<file path="src/design/bslp_pkg.sv">
`timescale 1ns / 1ps

package bslp_pkg;

	// Fixed field widths of the poll, the configuration and the control-change packet.
	localparam int unsigned TIME_W     = 32;
	localparam int unsigned CC_W       = 7;
	localparam int unsigned DEBOUNCE_W = 8;
	localparam int unsigned INTERVAL_W = 16;
	localparam int unsigned CHAN_W     = 4;
	localparam int unsigned HEADER_W   = 4;
	localparam int unsigned STATUS_W   = 8;

	// Configuration port layout.
	localparam int unsigned CFG_IDX_W  = 3;
	localparam int unsigned CFG_DATA_W = 16;

	// Register indexes.
	localparam logic [CFG_IDX_W-1:0] REG_SHORT_EFFECT        = 3'd0;
	localparam logic [CFG_IDX_W-1:0] REG_SHORT_TOGGLE_EFFECT = 3'd1;
	localparam logic [CFG_IDX_W-1:0] REG_LONG_EFFECT         = 3'd2;
	localparam logic [CFG_IDX_W-1:0] REG_LONG_TOGGLE_EFFECT  = 3'd3;
	localparam logic [CFG_IDX_W-1:0] REG_DEBOUNCE_MS         = 3'd4;
	localparam logic [CFG_IDX_W-1:0] REG_LONG_INTERVAL_MS    = 3'd5;
	localparam logic [CFG_IDX_W-1:0] REG_MIDI_CHANNEL        = 3'd6;

	// Register reset values.
	localparam logic [DEBOUNCE_W-1:0] DEBOUNCE_RESET = 8'd10;
	localparam logic [INTERVAL_W-1:0] INTERVAL_RESET = 16'd500;
	localparam logic [CHAN_W-1:0]     CHANNEL_RESET  = 4'd1;

	// USB-MIDI control-change packet constants.
	localparam logic [HEADER_W-1:0] CC_CODE_INDEX = 4'hB;
	localparam logic [STATUS_W-1:0] CC_STATUS     = 8'hB0;
	localparam logic [CC_W-1:0]     CC_VALUE      = 7'd1;

	// Stream payload widths, padded to whole bytes.
	localparam int unsigned IN_DATA_W  = 40;
	localparam int unsigned OUT_DATA_W = 32;

	// Current configuration as seen by the press logic.
	typedef struct packed {
		logic [CC_W-1:0]       short_effect;
		logic [CC_W-1:0]       short_toggle_effect;
		logic [CC_W-1:0]       long_effect;
		logic [CC_W-1:0]       long_toggle_effect;
		logic [DEBOUNCE_W-1:0] debounce_ms;
		logic [INTERVAL_W-1:0] long_interval_ms;
		logic [CHAN_W-1:0]     midi_channel;
	} cfg_t;

	// Decision for one poll.
	typedef struct packed {
		logic            emit;
		logic [CC_W-1:0] control_number;
	} result_t;

endpackage

</file>
<file path="src/design/bslp_cfg_regs.sv">
`timescale 1ns / 1ps

module bslp_cfg_regs (
	input  logic                               clk,
	input  logic                               arst_n,
	input  logic                               cfg_we,
	input  logic [bslp_pkg::CFG_IDX_W-1:0]     cfg_index,
	input  logic [bslp_pkg::CFG_DATA_W-1:0]    cfg_data,
	output bslp_pkg::cfg_t                     cfg
);
	import bslp_pkg::*;

	cfg_t cfg_q;

	// Register file; writes to an unused index are dropped.
	always_ff @(posedge clk or negedge arst_n) begin
		if (!arst_n) begin
			cfg_q.short_effect        <= '0;
			cfg_q.short_toggle_effect <= '0;
			cfg_q.long_effect         <= '0;
			cfg_q.long_toggle_effect  <= '0;
			cfg_q.debounce_ms         <= DEBOUNCE_RESET;
			cfg_q.long_interval_ms    <= INTERVAL_RESET;
			cfg_q.midi_channel        <= CHANNEL_RESET;
		end else if (cfg_we) begin
			case (cfg_index)
				REG_SHORT_EFFECT:        cfg_q.short_effect        <= cfg_data[CC_W-1:0];
				REG_SHORT_TOGGLE_EFFECT: cfg_q.short_toggle_effect <= cfg_data[CC_W-1:0];
				REG_LONG_EFFECT:         cfg_q.long_effect         <= cfg_data[CC_W-1:0];
				REG_LONG_TOGGLE_EFFECT:  cfg_q.long_toggle_effect  <= cfg_data[CC_W-1:0];
				REG_DEBOUNCE_MS:         cfg_q.debounce_ms         <= cfg_data[DEBOUNCE_W-1:0];
				REG_LONG_INTERVAL_MS:    cfg_q.long_interval_ms    <= cfg_data[INTERVAL_W-1:0];
				REG_MIDI_CHANNEL:        cfg_q.midi_channel        <= cfg_data[CHAN_W-1:0];
				default: ;
			endcase
		end
	end

	assign cfg = cfg_q;

endmodule

</file>
<file path="src/design/bslp_press_fsm.sv">
`timescale 1ns / 1ps

module bslp_press_fsm (
	input  logic                            clk,
	input  logic                            arst_n,
	input  logic                            advance,
	input  logic                            pin_level,
	input  logic [bslp_pkg::TIME_W-1:0]     now_ms,
	input  bslp_pkg::cfg_t                  cfg,
	output bslp_pkg::result_t               res
);
	import bslp_pkg::*;

	logic              is_pressed_q;
	logic              long_fired_q;
	logic              short_alt_q;
	logic              long_alt_q;
	logic [TIME_W-1:0] press_time_q;

	logic              is_pressed_n;
	logic              long_fired_n;
	logic              short_alt_n;
	logic              long_alt_n;
	logic [TIME_W-1:0] press_time_n;

	logic              low;
	logic              start;
	logic              fired_eff;
	logic [TIME_W-1:0] elapsed;
	logic              past_debounce;
	logic              past_interval;

	// A press that starts on this poll counts from this poll's timestamp.
	assign low           = ~pin_level;
	assign start         = low & ~is_pressed_q;
	assign press_time_n  = start ? now_ms : press_time_q;
	assign fired_eff     = start ? 1'b0 : long_fired_q;
	assign elapsed       = now_ms - press_time_n;
	assign past_debounce = elapsed > {{(TIME_W-DEBOUNCE_W){1'b0}}, cfg.debounce_ms};
	assign past_interval = elapsed > {{(TIME_W-INTERVAL_W){1'b0}}, cfg.long_interval_ms};

	// Press decision and effect selection for the poll in the input register.
	always_comb begin
		is_pressed_n       = is_pressed_q | low;
		long_fired_n       = fired_eff;
		short_alt_n        = short_alt_q;
		long_alt_n         = long_alt_q;
		res.emit           = 1'b0;
		res.control_number = cfg.short_effect;
		if (!low && is_pressed_q) begin
			is_pressed_n = 1'b0;
			if (past_debounce) begin
				if (long_fired_q) begin
					long_fired_n = 1'b0;
				end else begin
					res.emit = 1'b1;
					if (cfg.short_toggle_effect == '0) begin
						res.control_number = cfg.short_effect;
					end else if (short_alt_q) begin
						res.control_number = cfg.short_effect;
						short_alt_n        = 1'b0;
					end else begin
						res.control_number = cfg.short_toggle_effect;
						short_alt_n        = 1'b1;
					end
				end
			end
		end else if (low && past_interval && !fired_eff) begin
			long_fired_n = 1'b1;
			res.emit     = 1'b1;
			if (cfg.long_toggle_effect == '0) begin
				res.control_number = cfg.long_effect;
			end else if (long_alt_q) begin
				res.control_number = cfg.long_effect;
				long_alt_n         = 1'b0;
			end else begin
				res.control_number = cfg.long_toggle_effect;
				long_alt_n         = 1'b1;
			end
		end
	end

	// Press state moves on only when the poll leaves the input register.
	always_ff @(posedge clk or negedge arst_n) begin
		if (!arst_n) begin
			is_pressed_q <= 1'b0;
			long_fired_q <= 1'b0;
			short_alt_q  <= 1'b0;
			long_alt_q   <= 1'b0;
			press_time_q <= '0;
		end else if (advance) begin
			is_pressed_q <= is_pressed_n;
			long_fired_q <= long_fired_n;
			short_alt_q  <= short_alt_n;
			long_alt_q   <= long_alt_n;
			press_time_q <= press_time_n;
		end
	end

endmodule

</file>
<file path="src/design/button_short_long_press_toggle.sv">
`timescale 1ns / 1ps

// A poll is held in the input register; its packet goes to the result register (m_tvalid).
// Throughput: one poll per cycle while m_tready is high; the single result register
// and the one-entry input register set that figure.
// Reset: arst_n clears press state, empties both registers and loads the
// configuration defaults (debounce 10 ms, long interval 500 ms, channel 1).
module button_short_long_press_toggle (
	input  logic                                clk,
	input  logic                                arst_n,
	// Configuration write port.
	input  logic                                cfg_we,
	input  logic [bslp_pkg::CFG_IDX_W-1:0]      cfg_index,
	input  logic [bslp_pkg::CFG_DATA_W-1:0]     cfg_data,
	// Button polls.
	input  logic                                s_tvalid,
	output logic                                s_tready,
	input  logic [bslp_pkg::IN_DATA_W-1:0]      s_tdata,  // [0] pin_level, [32:1] now_ms, pad
	// Control-change packets.
	output logic                                m_tvalid,
	input  logic                                m_tready,
	output logic [bslp_pkg::OUT_DATA_W-1:0]     m_tdata   // [3:0] usb_header, [11:4] status_byte,
	                                                      // [18:12] control_number,
	                                                      // [25:19] control_value, pad
);
	import bslp_pkg::*;

	cfg_t    cfg;
	result_t res;

	logic              s1_valid_q;
	logic              pin_level_s1;
	logic [TIME_W-1:0] now_ms_s1;
	logic              advance;

	logic              out_valid_q;
	logic [CC_W-1:0]   control_number_q;
	logic [CHAN_W-1:0] channel_q;

	bslp_cfg_regs u_cfg_regs (
		.clk       (clk),
		.arst_n    (arst_n),
		.cfg_we    (cfg_we),
		.cfg_index (cfg_index),
		.cfg_data  (cfg_data),
		.cfg       (cfg)
	);

	// The poll in the input register is resolved once the result slot is free.
	assign advance  = s1_valid_q & (~out_valid_q | m_tready);
	assign s_tready = ~s1_valid_q | advance;

	// Input register.
	always_ff @(posedge clk or negedge arst_n) begin
		if (!arst_n) begin
			s1_valid_q <= 1'b0;
		end else if (s_tready) begin
			s1_valid_q <= s_tvalid;
		end
	end

	always_ff @(posedge clk) begin
		if (s_tready && s_tvalid) begin
			pin_level_s1 <= s_tdata[0];
			now_ms_s1    <= s_tdata[TIME_W:1];
		end
	end

	bslp_press_fsm u_press_fsm (
		.clk       (clk),
		.arst_n    (arst_n),
		.advance   (advance),
		.pin_level (pin_level_s1),
		.now_ms    (now_ms_s1),
		.cfg       (cfg),
		.res       (res)
	);

	// Result register.
	always_ff @(posedge clk or negedge arst_n) begin
		if (!arst_n) begin
			out_valid_q <= 1'b0;
		end else if (advance) begin
			out_valid_q <= res.emit;
		end else if (m_tready) begin
			out_valid_q <= 1'b0;
		end
	end

	always_ff @(posedge clk) begin
		if (advance && res.emit) begin
			control_number_q <= res.control_number;
			channel_q        <= cfg.midi_channel;
		end
	end

	assign m_tvalid = out_valid_q;
	assign m_tdata  = {{(OUT_DATA_W-HEADER_W-STATUS_W-2*CC_W){1'b0}},
	                   CC_VALUE,
	                   control_number_q,
	                   CC_STATUS | {{(STATUS_W-CHAN_W){1'b0}}, channel_q},
	                   CC_CODE_INDEX};

`ifndef SYNTHESIS
	// A held poll is never dropped from the input register.
	a_s1_hold: assert property (@(posedge clk) disable iff (!arst_n)
		s1_valid_q && !advance |=> s1_valid_q)
		else $error("poll lost from input register");

	// A waiting packet blocks resolution of the next poll.
	a_no_overwrite: assert property (@(posedge clk) disable iff (!arst_n)
		out_valid_q && !m_tready |-> !advance)
		else $error("result register overwritten while stalled");

	// Every emitted decision shows up as a packet.
	a_emit_shown: assert property (@(posedge clk) disable iff (!arst_n)
		advance && res.emit |=> out_valid_q)
		else $error("emitted packet missing");
`endif

endmodule

</file>
<file path="config.mk">
export PLATFORM = sky130hd
export DESIGN_NAME = button_short_long_press_toggle
export DESIGN_NICKNAME = d
export VERILOG_FILES = /design/src/design/bslp_pkg.sv /design/src/design/bslp_cfg_regs.sv /design/src/design/bslp_press_fsm.sv /design/src/design/button_short_long_press_toggle.sv
export SDC_FILE = /design/constraint.sdc
export NUM_CORES = 1
export LEC_CHECK = 0
export ABC_AREA = 1
export BUFFER_PORTS_ARGS = -buffer_cell sky130_fd_sc_hd__buf_2
export CORE_AREA = 2 2 139 141
export CTS_CLUSTER_DIAMETER = 40
export DETAILED_ROUTE_END_ITERATION = 8
export DIE_AREA = 0 0 141 143
export HOLD_SLACK_MARGIN = 0.03
export PLACE_DENSITY_LB_ADDON = 0.2
export SLEW_MARGIN = 20
export SYNTH_ARGS = -nofsm -noshare
export SYNTH_HDL_FRONTEND = slang
export SYNTH_SLANG_ARGS = --single-unit
</file>
<file path="constraint.sdc">
create_clock -name clk -period 6.7 [get_ports clk]
set_input_delay 1.34 -clock clk [delete_from_list [all_inputs] [get_ports clk]]
set_output_delay 1.34 -clock clk [all_outputs]
set_load 0.05 [all_outputs]
</file>
==> results_dict.tcl <==
set metrics [dict create \
    cts_hold_buf 0 \
    max_freq_ghz 0.201 \
    placed_area_mm2 0.00971 \
    vias_per_cell 5.05 \
    cts_resized 0 \
    async_reset_ff_share_pct 68.1 \
    ant_nets 0 \
    max_cap_violations 0 \
    final_cell_area_mm2 0.0103 \
    critPathMaxStageDelay_ps 550 \
    grt_max_degree 51 \
    setup_viol 0 \
    synth.area.top_cells "dfrtp_1 (23%), nand2_1 (16%), edfxtp_1 (14%)" \
    drv_slew 0 \
    cp_max_fo 23 \
    die_h_um 143 \
    core-area_mm2 0.0186 \
    htreeDepth 4 \
    use_met2_pct 35.6 \
    crit_type "reg -> reg" \
    synth_warnings 0 \
    dpl_worst_slack_ps 1700 \
    p_int_mw 2.45 \
    finalCritPeriodShare_pct 74.2 \
    rows 50 \
    via_count 7975 \
    numCtsBuffers 17 \
    grt_pass1_vias 7388 \
    post_drt_wl_per_cell_um 13.3 \
    dieArea_mm2 0.0202 \
    synth_edf_count 44 \
    post_cts_buffers 0 \
    synth_seq_area_share_pct 39.9 \
    grt_overflow_total 0 \
    power.leakage_nw 5.32 \
    drt_wl_total_um 21100 \
    firstDrtPassIters 5 \
    p_comb_share_pct 52.9 \
    nets 1442 \
    cellPowerDensity_mw_per_mm2 446 \
    setup_slack_ps 1730 \
    tightest_slew_ps 929 \
    clock_latency_ps 430 \
    hp-class "reg -> reg" \
    synth_ff_type "dfrtp_1" \
    seq_power_share_pct 26.3 \
    rsz0062_at_grt "false" \
    holdPathStages 0 \
    clockBufferDepth 2 \
    regArea_mm2 0.00368 \
    gr-usage-met3_pct 2.95 \
    synthCells 1264 \
    final.setup_skew_ps 8.48 \
    gr-usage-met1_pct 30.2 \
    crit_chain "nor2_4 > buf_4 > mux2i_1 > ha_1 > a21oi_1 > o21ai_0 > a21oi_1 > nor2_1 > nor2_1 > nand2_1 > nand2_1 > nand2_1 > nand2_1 > nor2_1 > nand2_1 > nor2_4 > nand2_2 > nand3_4 > nand2_1 > nand3_1 > inv_1" \
    holdWs_ps 455 \
    cp_slowest_cell "nor2_4" \
    multi_input_area_mm2 0.00462 \
    n_fill_cell 1780 \
    grt_pass1_wl_um 35300 \
    timing.slew.headroom_pct 37.9 \
    tritoncts "built" \
    die-width_um 141 \
    grt.busiest_layer "met2" \
    dp_hpwl_um 16400 \
    timing.setup.tns_ps 0 \
    vdd_drop_max_mv 0.250 \
    clk_transition_reported_paths_ps 70 \
    syn_to_final_growth_pct 11.7 \
    grt_usage_pct 22.2 \
    antenna_found_initial 0 \
    finalWeightedCongestion 0.955 \
    final_hold_viol_count 0 \
    ff2ff_path_depth 21 \
    crit_top_cell "nand2_1" \
    synthMostInstantiatedCell "nand2_1" \
    cts-root-buf "clkbuf_16" \
    p_sw_mw 2.14 \
    initial_core_util_pct 49.7 \
    synth_top_area_share_pct 23.1 \
    arrival_ps 5040 \
    yosys.area.top_type "dfrtp_1" \
    port_buffers 69 \
    boundaryPins 98 \
    syn_area_mm2 0.00923 \
    status "complete, no violations" \
    min_period_ps 4970 \
    final_layout_size_suffix_gt1_share_pct 11.8 \
    cp-start-kind "flip-flop" \
    crit_path_end_kind "flip-flop" \
    critPathRequiredTime_ps 6770 \
    drc 0 \
    yosys_register_bits 138 \
    synth_cell_types 45 \
    drt_iter0_drc 453 \
    swShare_pct 46.7 \
    power_frac_clock_pct 20.8 \
    cts_sinks 138 \
    diodes 0 \
    avgSynthCellArea_um2 7.30 \
    yosys-top-cells-count "nand2_1 (390), inv_1 (177), o21ai_0 (115), nor2_1 (105), dfrtp_1 (85)" \
]
==> sequential cells by signal, summed over array words and instances, names as in the netlist, 4 cells and up <==
| signal | flops |
|---|---|
| u_press_fsm.press_time_q | 32 |
| u_cfg_regs.cfg | 56 |
| now_ms_s1 | 32 |
| channel_q | 4 |
| control_number_q | 7 |
==> through the flow <==
stage	util (%)	total power, mW	cells
after CTS	55.5	4.62	1580
after floorplan	-	3.10	1283
after global routing	55.5	5.04	1580
after global placement	52.2	3.58	1548
after detailed placement	52.2	3.64	1548
final	55.5	4.59	1580
==> cells in the final DEF, fill, tap and decap left out, types with 5 or more instances in the layout <==
master and count:
nand2_1 390, nand2_2 9, xor2_1 11, buf_4 5, nand3_1 53, nor2_1 105, inv_8 8, clkinv_4 5
edfxtp_1 44, nor3_1 9, nand4_1 23, clkbuf_16 17, dfstp_2 9, inv_1 177, ha_1 45, o21ai_0 115
buf_2 68, a21oi_1 56, inv_2 13, mux2i_1 24, conb_1 21, o21ai_1 8, dfrtp_1 85
==> path summary, 6_finish.rpt <==
path | to | slack [ps] | startpoint
min | channel_q[3] | 460 | u_cfg_regs.cfg[3]
max in group asynchronous | u_press_fsm.press_time_q[22] | 4690 | arst_n
min in group asynchronous | u_cfg_regs.cfg[2] | 900 | arst_n
max | control_number_q[4] | 1730 | pin_level_s1
min reg2reg | channel_q[3] | 460 | u_cfg_regs.cfg[3]
max reg2reg | control_number_q[4] | 1730 | pin_level_s1
==> kinds of logic (layout without fill, tap and decap cells) <==
group	count (synthesis)	count (layout)	share of synthesized area [%]
AND/OR/NAND/NOR	608	608	27.6
adder cells (fa/ha/maj)	45	45	6.10
AO/OA/AOI/OAI	196	196	11.3
buffers and inverters	237	300	10.8
XOR/XNOR	14	14	1.49
flip-flops	138	138	39.9
other	2	21	0.0814
multiplexers	24	24	2.60
==> layer usage <==
| layer | part of all wire, % | wire (µm) |
|---|---|---|
| met5 | 0 | 0 |
| met4 | 3.1 | 663 |
| met3 | 4.0 | 841 |
| met2 | 46 | 9590 |
| met1 | 47 | 9980 |
==> power groups by stage <==
| stage | registers (mW) | clock network [mW] | logic [mW] |
|---|---|---|---|
| after floorplan | 1.26 | 0 | 1.84 |
| after global routing | 1.23 | 1.01 | 2.80 |
| after detailed placement | 1.22 | 0 | 2.42 |
| final | 1.21 | 0.955 | 2.43 |
| after global placement | 1.21 | 0 | 2.37 |
| after CTS | 1.21 | 0.973 | 2.44 |
==> critical path, delay by kind of cell, from the launching register on <==
family                   cells  cell delay [ps]
AO/OA/AOI/OAI                3              750
adder cells (fa/ha/maj)      1              310
buffers and inverters        2              860
flip-flops                   1              490
multiplexers                 1              260
AND/OR/NAND/NOR             14             1930
==> cell type report <==
type	count	share of cell area [%]
multi-input cells	908	44.8
well taps	234	2.84
clock buffers	17	4.13
clock inverters	15	1.68
flip-flops and latches	138	35.8
repair buffers	73	3.67
inverters	195	7.13
(Power assumes the default switching activity.)
